### config.mk
export PLATFORM = sky130hd
export DESIGN_NAME = stream_find_and_replace
export DESIGN_NICKNAME = d
export VERILOG_FILES = /design/src/rtl/sfr_pkg.sv /design/src/rtl/sfr_cell.sv /design/src/rtl/sfr_cfg.sv /design/src/rtl/stream_find_and_replace.sv
export SDC_FILE = /design/constraint.sdc
export NUM_CORES = 1
export LEC_CHECK = 0
export BUFFER_PORTS_ARGS = -buffer_cell sky130_fd_sc_hd__buf_2
export CAP_MARGIN = 10
export CORE_MARGIN = 4
export CORE_UTILIZATION = 35
export CTS_CLUSTER_DIAMETER = 50
export CTS_CLUSTER_SIZE = 14
export DETAILED_ROUTE_END_ITERATION = 10
export GPL_TIMING_DRIVEN = 0
export PLACE_DENSITY = 0.61
export SLEW_MARGIN = 20
export SYNTH_ARGS = -nofsm -noshare
export SYNTH_HDL_FRONTEND = slang
export SYNTH_SLANG_ARGS = --single-unit
export TNS_END_PERCENT = 50
### constraint.sdc
create_clock -name clk -period 3.2 [get_ports clk]
set_input_delay 0.8 -clock clk [delete_from_list [all_inputs] [get_ports clk]]
set_output_delay 0.8 -clock clk [all_outputs]
set_load 0.005 [all_outputs]
### src/rtl/sfr_pkg.sv
package sfr_pkg;

	localparam int unsigned CharW = 8;
	localparam int unsigned CfgAddrW = 5;
	localparam int unsigned CfgDataW = 64;

	typedef enum logic [1:0] {
		REG_PATTERN_BYTES      = 2'd0,
		REG_PATTERN_LENGTH     = 2'd1,
		REG_REPLACEMENT_BYTES  = 2'd2,
		REG_REPLACEMENT_LENGTH = 2'd3
	} reg_idx_t;

	typedef struct packed {
		logic [CharW-1:0] in_char;
		logic             in_last;
	} in_item_t;

	typedef struct packed {
		logic [CharW-1:0] out_char;
		logic             out_valid;
		logic             out_last;
	} out_item_t;

	typedef struct packed {
		logic [63:0] pattern_bytes;
		logic [3:0]  pattern_length;
		logic [63:0] replacement_bytes;
		logic [3:0]  replacement_length;
	} cfg_regs_t;

	typedef struct packed {
		logic push;
		logic pop;
	} cell_ctl_t;

endpackage

### src/rtl/sfr_cell.sv
module sfr_cell
	import sfr_pkg::*;
#(
	parameter int unsigned IDX = 0,
	parameter int unsigned FW  = 4
) (
	input  logic             clk,
	input  cell_ctl_t        ctl,
	input  logic [FW-1:0]    fill,
	input  logic [FW-1:0]    plen,
	input  logic [CharW-1:0] in_char,
	input  logic [CharW-1:0] next_char,
	input  logic [CharW-1:0] pat_char,
	input  logic             match_in,
	output logic [CharW-1:0] char_out,
	output logic             match_out
);

	logic [CharW-1:0] char_q;
	logic             active;

	// A pop moves every character one place towards the head; a push lands at the fill point.
	always_ff @(posedge clk) begin
		if (ctl.pop) begin
			char_q <= next_char;
		end else if (ctl.push && fill == FW'(IDX)) begin
			char_q <= in_char;
		end
	end

	assign active    = FW'(IDX) < plen;
	assign char_out  = char_q;
	assign match_out = match_in & (~active | (char_q == pat_char));

endmodule

### src/rtl/sfr_cfg.sv
module sfr_cfg
	import sfr_pkg::*;
(
	input  logic                clk,
	input  logic                arst_n,
	input  logic                psel,
	input  logic                penable,
	input  logic                pwrite,
	input  logic [CfgAddrW-1:0] paddr,
	input  logic [CfgDataW-1:0] pwdata,
	output logic [CfgDataW-1:0] prdata,
	output logic                pready,
	output cfg_regs_t           regs,
	output logic                plen_wr
);

	cfg_regs_t regs_q;
	reg_idx_t  idx;
	logic      wr;

	assign pready = 1'b1;
	assign idx    = reg_idx_t'(paddr[CfgAddrW-1:3]);
	assign wr     = psel & penable & pwrite;

	always_ff @(posedge clk or negedge arst_n) begin
		if (!arst_n) begin
			regs_q.pattern_bytes      <= '0;
			regs_q.pattern_length     <= 4'd1;
			regs_q.replacement_bytes  <= '0;
			regs_q.replacement_length <= '0;
		end else if (wr) begin
			unique case (idx)
				REG_PATTERN_BYTES:      regs_q.pattern_bytes      <= pwdata;
				REG_PATTERN_LENGTH:     regs_q.pattern_length     <= pwdata[3:0];
				REG_REPLACEMENT_BYTES:  regs_q.replacement_bytes  <= pwdata;
				REG_REPLACEMENT_LENGTH: regs_q.replacement_length <= pwdata[3:0];
				default: ;
			endcase
		end
	end

	always_comb begin
		unique case (idx)
			REG_PATTERN_BYTES:      prdata = regs_q.pattern_bytes;
			REG_PATTERN_LENGTH:     prdata = {60'd0, regs_q.pattern_length};
			REG_REPLACEMENT_BYTES:  prdata = regs_q.replacement_bytes;
			REG_REPLACEMENT_LENGTH: prdata = {60'd0, regs_q.replacement_length};
			default:                prdata = '0;
		endcase
	end

	assign regs    = regs_q;
	assign plen_wr = wr && idx == REG_PATTERN_LENGTH;

endmodule

### src/rtl/stream_find_and_replace.sv
// Streaming find-and-replace: every non-overlapping occurrence of the pattern (pattern_bytes,
// pattern_length 1..8, first character in the lowest byte) is replaced by replacement_length
// characters of replacement_bytes; other characters pass through in order. Registers sit at
// APB byte addresses 0x00 pattern_bytes, 0x08 pattern_length, 0x10 replacement_bytes and
// 0x18 replacement_length; writing pattern_length empties the window, so configure between
// strings. One request is handled at a time: it is taken in ST_IDLE, compared against the
// pattern in ST_EVAL, and each result it causes then passes through the single output
// register (at most 8 results, an end-of-string flush included); a stalled output holds the
// request up. On a string's last request that leaves nothing to emit, a bare result with
// out_valid clear and out_last set is given.
module stream_find_and_replace
	import sfr_pkg::*;
#(
	parameter int unsigned PATTERN_MAX = 8,
	parameter int unsigned REPLACE_MAX = 8
) (
	input  logic                clk,
	input  logic                arst_n,
	input  logic                in_valid,
	output logic                in_stall,
	input  in_item_t            in_item,
	output logic                res_valid,
	input  logic                res_stall,
	output out_item_t           res_item,
	input  logic                psel,
	input  logic                penable,
	input  logic                pwrite,
	input  logic [CfgAddrW-1:0] paddr,
	input  logic [CfgDataW-1:0] pwdata,
	output logic [CfgDataW-1:0] prdata,
	output logic                pready
);

	localparam int unsigned FW = $clog2(PATTERN_MAX + 1);
	localparam int unsigned RW = (REPLACE_MAX > 1) ? $clog2(REPLACE_MAX) : 1;

	typedef enum logic [4:0] {
		ST_IDLE = 5'b00001,
		ST_EVAL = 5'b00010,
		ST_REPL = 5'b00100,
		ST_HEAD = 5'b01000,
		ST_MARK = 5'b10000
	} state_t;

	cfg_regs_t        regs;
	logic             plen_wr;
	state_t           state_q;
	logic [FW-1:0]    fill_q;
	logic             last_q;
	logic [RW-1:0]    rcnt_q;
	logic             res_valid_q;
	out_item_t        res_item_q;
	logic [3:0]       plen4;
	logic [3:0]       rlen4;
	logic [FW-1:0]    plen;
	logic             accept;
	logic             out_free;
	logic             full;
	logic             match;
	logic             repl_end;
	cell_ctl_t        ctl;
	logic [CharW-1:0] chars [PATTERN_MAX+1];
	logic             mchain [PATTERN_MAX+1];
	logic [CharW-1:0] repl_chars [REPLACE_MAX];

	sfr_cfg u_cfg (
		.clk     (clk),
		.arst_n  (arst_n),
		.psel    (psel),
		.penable (penable),
		.pwrite  (pwrite),
		.paddr   (paddr),
		.pwdata  (pwdata),
		.prdata  (prdata),
		.pready  (pready),
		.regs    (regs),
		.plen_wr (plen_wr)
	);

	always_comb begin
		priority if (regs.pattern_length == 4'd0) begin
			plen4 = 4'd1;
		end else if (regs.pattern_length > 4'(PATTERN_MAX)) begin
			plen4 = 4'(PATTERN_MAX);
		end else begin
			plen4 = regs.pattern_length;
		end
		rlen4 = (regs.replacement_length > 4'(REPLACE_MAX)) ? 4'(REPLACE_MAX)
			: regs.replacement_length;
	end

	assign plen = plen4[FW-1:0];

	for (genvar r = 0; r < REPLACE_MAX; r++) begin : g_repl
		assign repl_chars[r] = regs.replacement_bytes[8*r +: 8];
	end

	assign in_stall = state_q != ST_IDLE;
	assign accept   = in_valid && state_q == ST_IDLE;
	assign out_free = !res_valid_q || !res_stall;
	assign full     = fill_q == plen;
	assign repl_end = (4'(rcnt_q) + 4'd1) == rlen4;

	assign ctl.push = accept;
	assign ctl.pop  = state_q == ST_HEAD && out_free;

	assign chars[PATTERN_MAX] = '0;
	assign mchain[0]          = 1'b1;
	assign match              = mchain[PATTERN_MAX];

	for (genvar k = 0; k < PATTERN_MAX; k++) begin : g_cell
		sfr_cell #(
			.IDX (k),
			.FW  (FW)
		) u_cell (
			.clk       (clk),
			.ctl       (ctl),
			.fill      (fill_q),
			.plen      (plen),
			.in_char   (in_item.in_char),
			.next_char (chars[k+1]),
			.pat_char  (regs.pattern_bytes[8*k +: 8]),
			.match_in  (mchain[k]),
			.char_out  (chars[k]),
			.match_out (mchain[k+1])
		);
	end

	always_ff @(posedge clk or negedge arst_n) begin
		if (!arst_n) begin
			state_q     <= ST_IDLE;
			fill_q      <= '0;
			last_q      <= 1'b0;
			rcnt_q      <= '0;
			res_valid_q <= 1'b0;
		end else begin
			if (out_free) begin
				res_valid_q <= 1'b0;
			end
			if (plen_wr) begin
				fill_q <= '0;
			end
			unique case (state_q)
				ST_IDLE: begin
					if (accept) begin
						fill_q  <= fill_q + 1'b1;
						last_q  <= in_item.in_last;
						state_q <= ST_EVAL;
					end
				end
				ST_EVAL: begin
					rcnt_q <= '0;
					if (full && match) begin
						fill_q <= '0;
						priority if (rlen4 != 4'd0) begin
							state_q <= ST_REPL;
						end else if (last_q) begin
							state_q <= ST_MARK;
						end else begin
							state_q <= ST_IDLE;
						end
					end else if (full || last_q) begin
						// A mismatch releases the oldest character; the string's end flushes all.
						state_q <= ST_HEAD;
					end else begin
						state_q <= ST_IDLE;
					end
				end
				ST_REPL: begin
					if (out_free) begin
						res_valid_q <= 1'b1;
						rcnt_q      <= rcnt_q + 1'b1;
						if (repl_end) begin
							state_q <= ST_IDLE;
						end
					end
				end
				ST_HEAD: begin
					if (out_free) begin
						res_valid_q <= 1'b1;
						fill_q      <= fill_q - 1'b1;
						if (!last_q || fill_q == FW'(1)) begin
							state_q <= ST_IDLE;
						end
					end
				end
				ST_MARK: begin
					if (out_free) begin
						res_valid_q <= 1'b1;
						state_q     <= ST_IDLE;
					end
				end
				default: state_q <= ST_IDLE;
			endcase
		end
	end

	always_ff @(posedge clk) begin
		if (out_free) begin
			unique case (state_q)
				ST_REPL: begin
					res_item_q.out_char  <= repl_chars[rcnt_q];
					res_item_q.out_valid <= 1'b1;
					res_item_q.out_last  <= last_q && repl_end;
				end
				ST_HEAD: begin
					res_item_q.out_char  <= chars[0];
					res_item_q.out_valid <= 1'b1;
					res_item_q.out_last  <= last_q && fill_q == FW'(1);
				end
				ST_MARK: begin
					res_item_q.out_char  <= '0;
					res_item_q.out_valid <= 1'b0;
					res_item_q.out_last  <= 1'b1;
				end
				default: ;
			endcase
		end
	end

	assign res_valid = res_valid_q;
	assign res_item  = res_item_q;

endmodule
==> metrics.yaml <==
row_count: 65
min-delay-path-class: "input pin to asynchronous set/reset pin"
synth_fp_nets: 981
leakage_nw: 5.92
synth_edf_count: 66
finalCritPeriodShare_pct: 97.3
grt_pass1_vias: 8266
ys_ff_latch: 224
clock_latency_ns: 0.53
crit_type: "input pin to output pin"
maxCapViolCount: 0
die_width_um: 187
endpoint_kind: "output pin"
vias: 7913
n_antenna_cell: 0
ios: 162
critical_path_depth: 6
peakVddDrop_mv: 0.385
drc: 0
r2r_start: "rcnt_q[1]$_DFFE_PN0P_"
rsz0062_at_grt: "no"
drive_gt1_share_pct: 35.7
setup-violations-final: 0
cp.arrival_ns: 2.31
whs_ns: 0.191
overflow: 0
gp_congestion: 0.847
die_height_um: 187
viasPerCell: 5.28
syn_to_final_growth_pct: 19.9
outcome: "completed"
final.setup_skew_ns: 0.0133
period_needed_ns: 3.11
slowest_stage: "clkbuf_2"
clock_sinks: 224
path_cells: "clkbuf_1 -> clkbuf_2 -> clkbuf_2 -> mux2i_1 -> nor2_1 -> buf_2"
critPathRequiredTime_ns: 2.40
synth_top_area_cell: "dfrtp_1"
path_delay_family: "buffers and inverters"
core_area_um2: 31500
ff_latch_area_um2: 5900
first_iter_violations: 455
grt_pass1_wl_um: 51200
relSlewSlack_pct: 37.8
clk_path_buf_depth: 3
start_util_pct: 35.5
grt_use_total_pct: 19.0
r2r_setup_slack_ns: 0.37
ys_top_cells_by_area: "dfrtp_1, edfxtp_1, mux2_2"
ys.flop_type: "dfrtp_1"
wl_um: 34000
cts_tree: "yes"
fillers: 2982
syn_inst: 890
slowest_delay_ns: 0.46
ys_seq_area_share_pct: 52.8
post_cts_buffers: 0
synth_warnings: 0
multi_input_comb_area_um2: 5000
dpl.hpwl_um: 26300
power_density_nw_per_um2: 709
start_kind: "input pin"
slew_viol_final: 0
die_area_um2: 34800
synthesis.area_um2: 11200
path_max_fanout: 10
wire_per_inst_um: 22.7
netlist.area_leader.share_pct: 33.2
reg2reg_to: "res_item[9]$_DFFE_PP_"
dpl_cell_area_um2: 12500
drtAntennaViolNets: 0
final_nets: 1168
antenna_found_initial: 0
hold_viol: 0
max_freq_ghz: 0.321
fin_area_um2: 13400
clkTransAtPathRegs_ns: 0.06
io_buffers: 156
async_reset_ff_share_pct: 67.0
path_buf_inv: 4
reg2reg_depth: 5
worst_pin_slew_ns: 0.933
grt_max_degree: 94
yosysUniqueCellTypes: 48
syn_avg_cell_area_um2: 12.5
cts.htree.levels: 1
cts_buffers: 27
crit_path_frequent_cell: "clkbuf_2"
cts_root_buffer: "clkbuf_16"
dr.pass1.iters: 5
-- power by group --
part	internal (mW)	switching, mW
Combinational	1.11	1.08
Clock	1.70	1.29
Sequential	3.64	0.667
-- final cells by class --
| cell class | count | share of cell area [%] |
|---|---|---|
| inverters | 9 | 0.252 |
| multi-input cells | 600 | 37.3 |
| clock inverters | 15 | 1.10 |
| clock buffers | 34 | 5.35 |
| well taps | 402 | 3.76 |
| plain buffers | 57 | 1.97 |
| flip-flops and latches | 224 | 44.1 |
| repair buffers | 158 | 6.17 |
-- kinds of logic (layout without fill, tap and decap cells) --
kind of cell	after synthesis	in the layout	share of synthesized area [%]
muxes	226	226	24.1
DFF	224	224	52.8
and+or+nand+nor	183	183	7.43
AOI/OAI and AO/OA	113	113	6.92
xor gates and xnor gates	71	71	5.57
buffers and inverters	66	273	2.47
adders and majority gates	6	6	0.673
other	1	1	0.0336
-- placed cells by master (no fill, tap or decap), drive strengths merged, types with 43 or more instances in the layout --
cell type	synthesis	layout
buf	14	172
dfrtp	148	148
mux2	138	138
clkbuf	43	77
nor2	73	73
mux2i	68	68
edfxtp	66	66
a21o	57	57
nand2	48	48
xnor2	43	43
-- through the flow --
stage / worst slack, ns / power, mW / instances / TNS [ns] / utilization, %
2_1_floorplan: 0.321 / 5.60 / 890 / 0 / -
3_3_place_gp: -1.04 / 6.49 / 1448 / -202.73 / 39.5
3_5_place_dp: -0.583 / 6.55 / 1450 / -27.46 / 39.7
4_1_cts: 0.0342 / 9.56 / 1499 / 0 / 42.5
5_1_grt: 0.0000722 / 9.95 / 1499 / 0 / 42.5
6_report: 0.0850 / 9.48 / 1499 / 0 / 42.5
-- worst reg2reg max path, stage by stage, from the launching register on --
cell and delay [ns]:
dfrtp_1 0.35, clkbuf_1 0.61, buf_1 0.73, mux4_2 0.44, mux2i_1 0.26, o21ai_0 0.17
-- registers in the layout, summed over array words and instances (netlist names), named ones only --
| name | cells |
|---|---|
| u_cfg.regs | 136 |
| g_cell.u_cell.char_out | 64 |
| res_item | 10 |
| state_q | 5 |
| fill_q | 4 |
| rcnt_q | 3 |
| last_q | 1 |
-- synth_stat cells (9+ instances only) --
cell type and count:
a21o_1 56, a21oi_1 14, clkbuf_1 43, dfrtp_1 148, edfxtp_1 66, inv_1 9, mux2_2 138, mux2i_1 68
mux4_2 20, nand2_1 48, nand3_1 15, nand4_1 10, nor2_1 73, nor4_1 10, o21ai_0 21, xnor2_1 43
xor2_1 28
-- routing by layer --
metal  wire (um)  GRT usage [%]
met1       15100           26.0
met2       15900           31.2
met3        1960           3.85
met4         957           4.98
met5           0              0
-- timing repair --
action | 4_1_cts | 5_1_grt
hold buffers | 0 | 0
setup endpoints to repair | 60 | 28
cloned | 0 | 0
pin swaps | 0 | 0
resized for setup | 12 | 13
-- worst max path at each step --
stage / start / end / slack, ns
6_report: paddr[4] / prdata[57] / 0.09
5_1_grt: paddr[4] / prdata[63] / 0.00007
4_1_cts: paddr[3] / prdata[18] / 0.03
3_5_place_dp: paddr[4] / prdata[20] / -0.58
3_3_place_gp: arst_n / u_cfg.regs[39]$_DFFE_PN0P_ / -1.04
2_1_floorplan: paddr[4] / prdata[10] / 0.32
No activity file was read; power rests on OpenSTA's default activity.
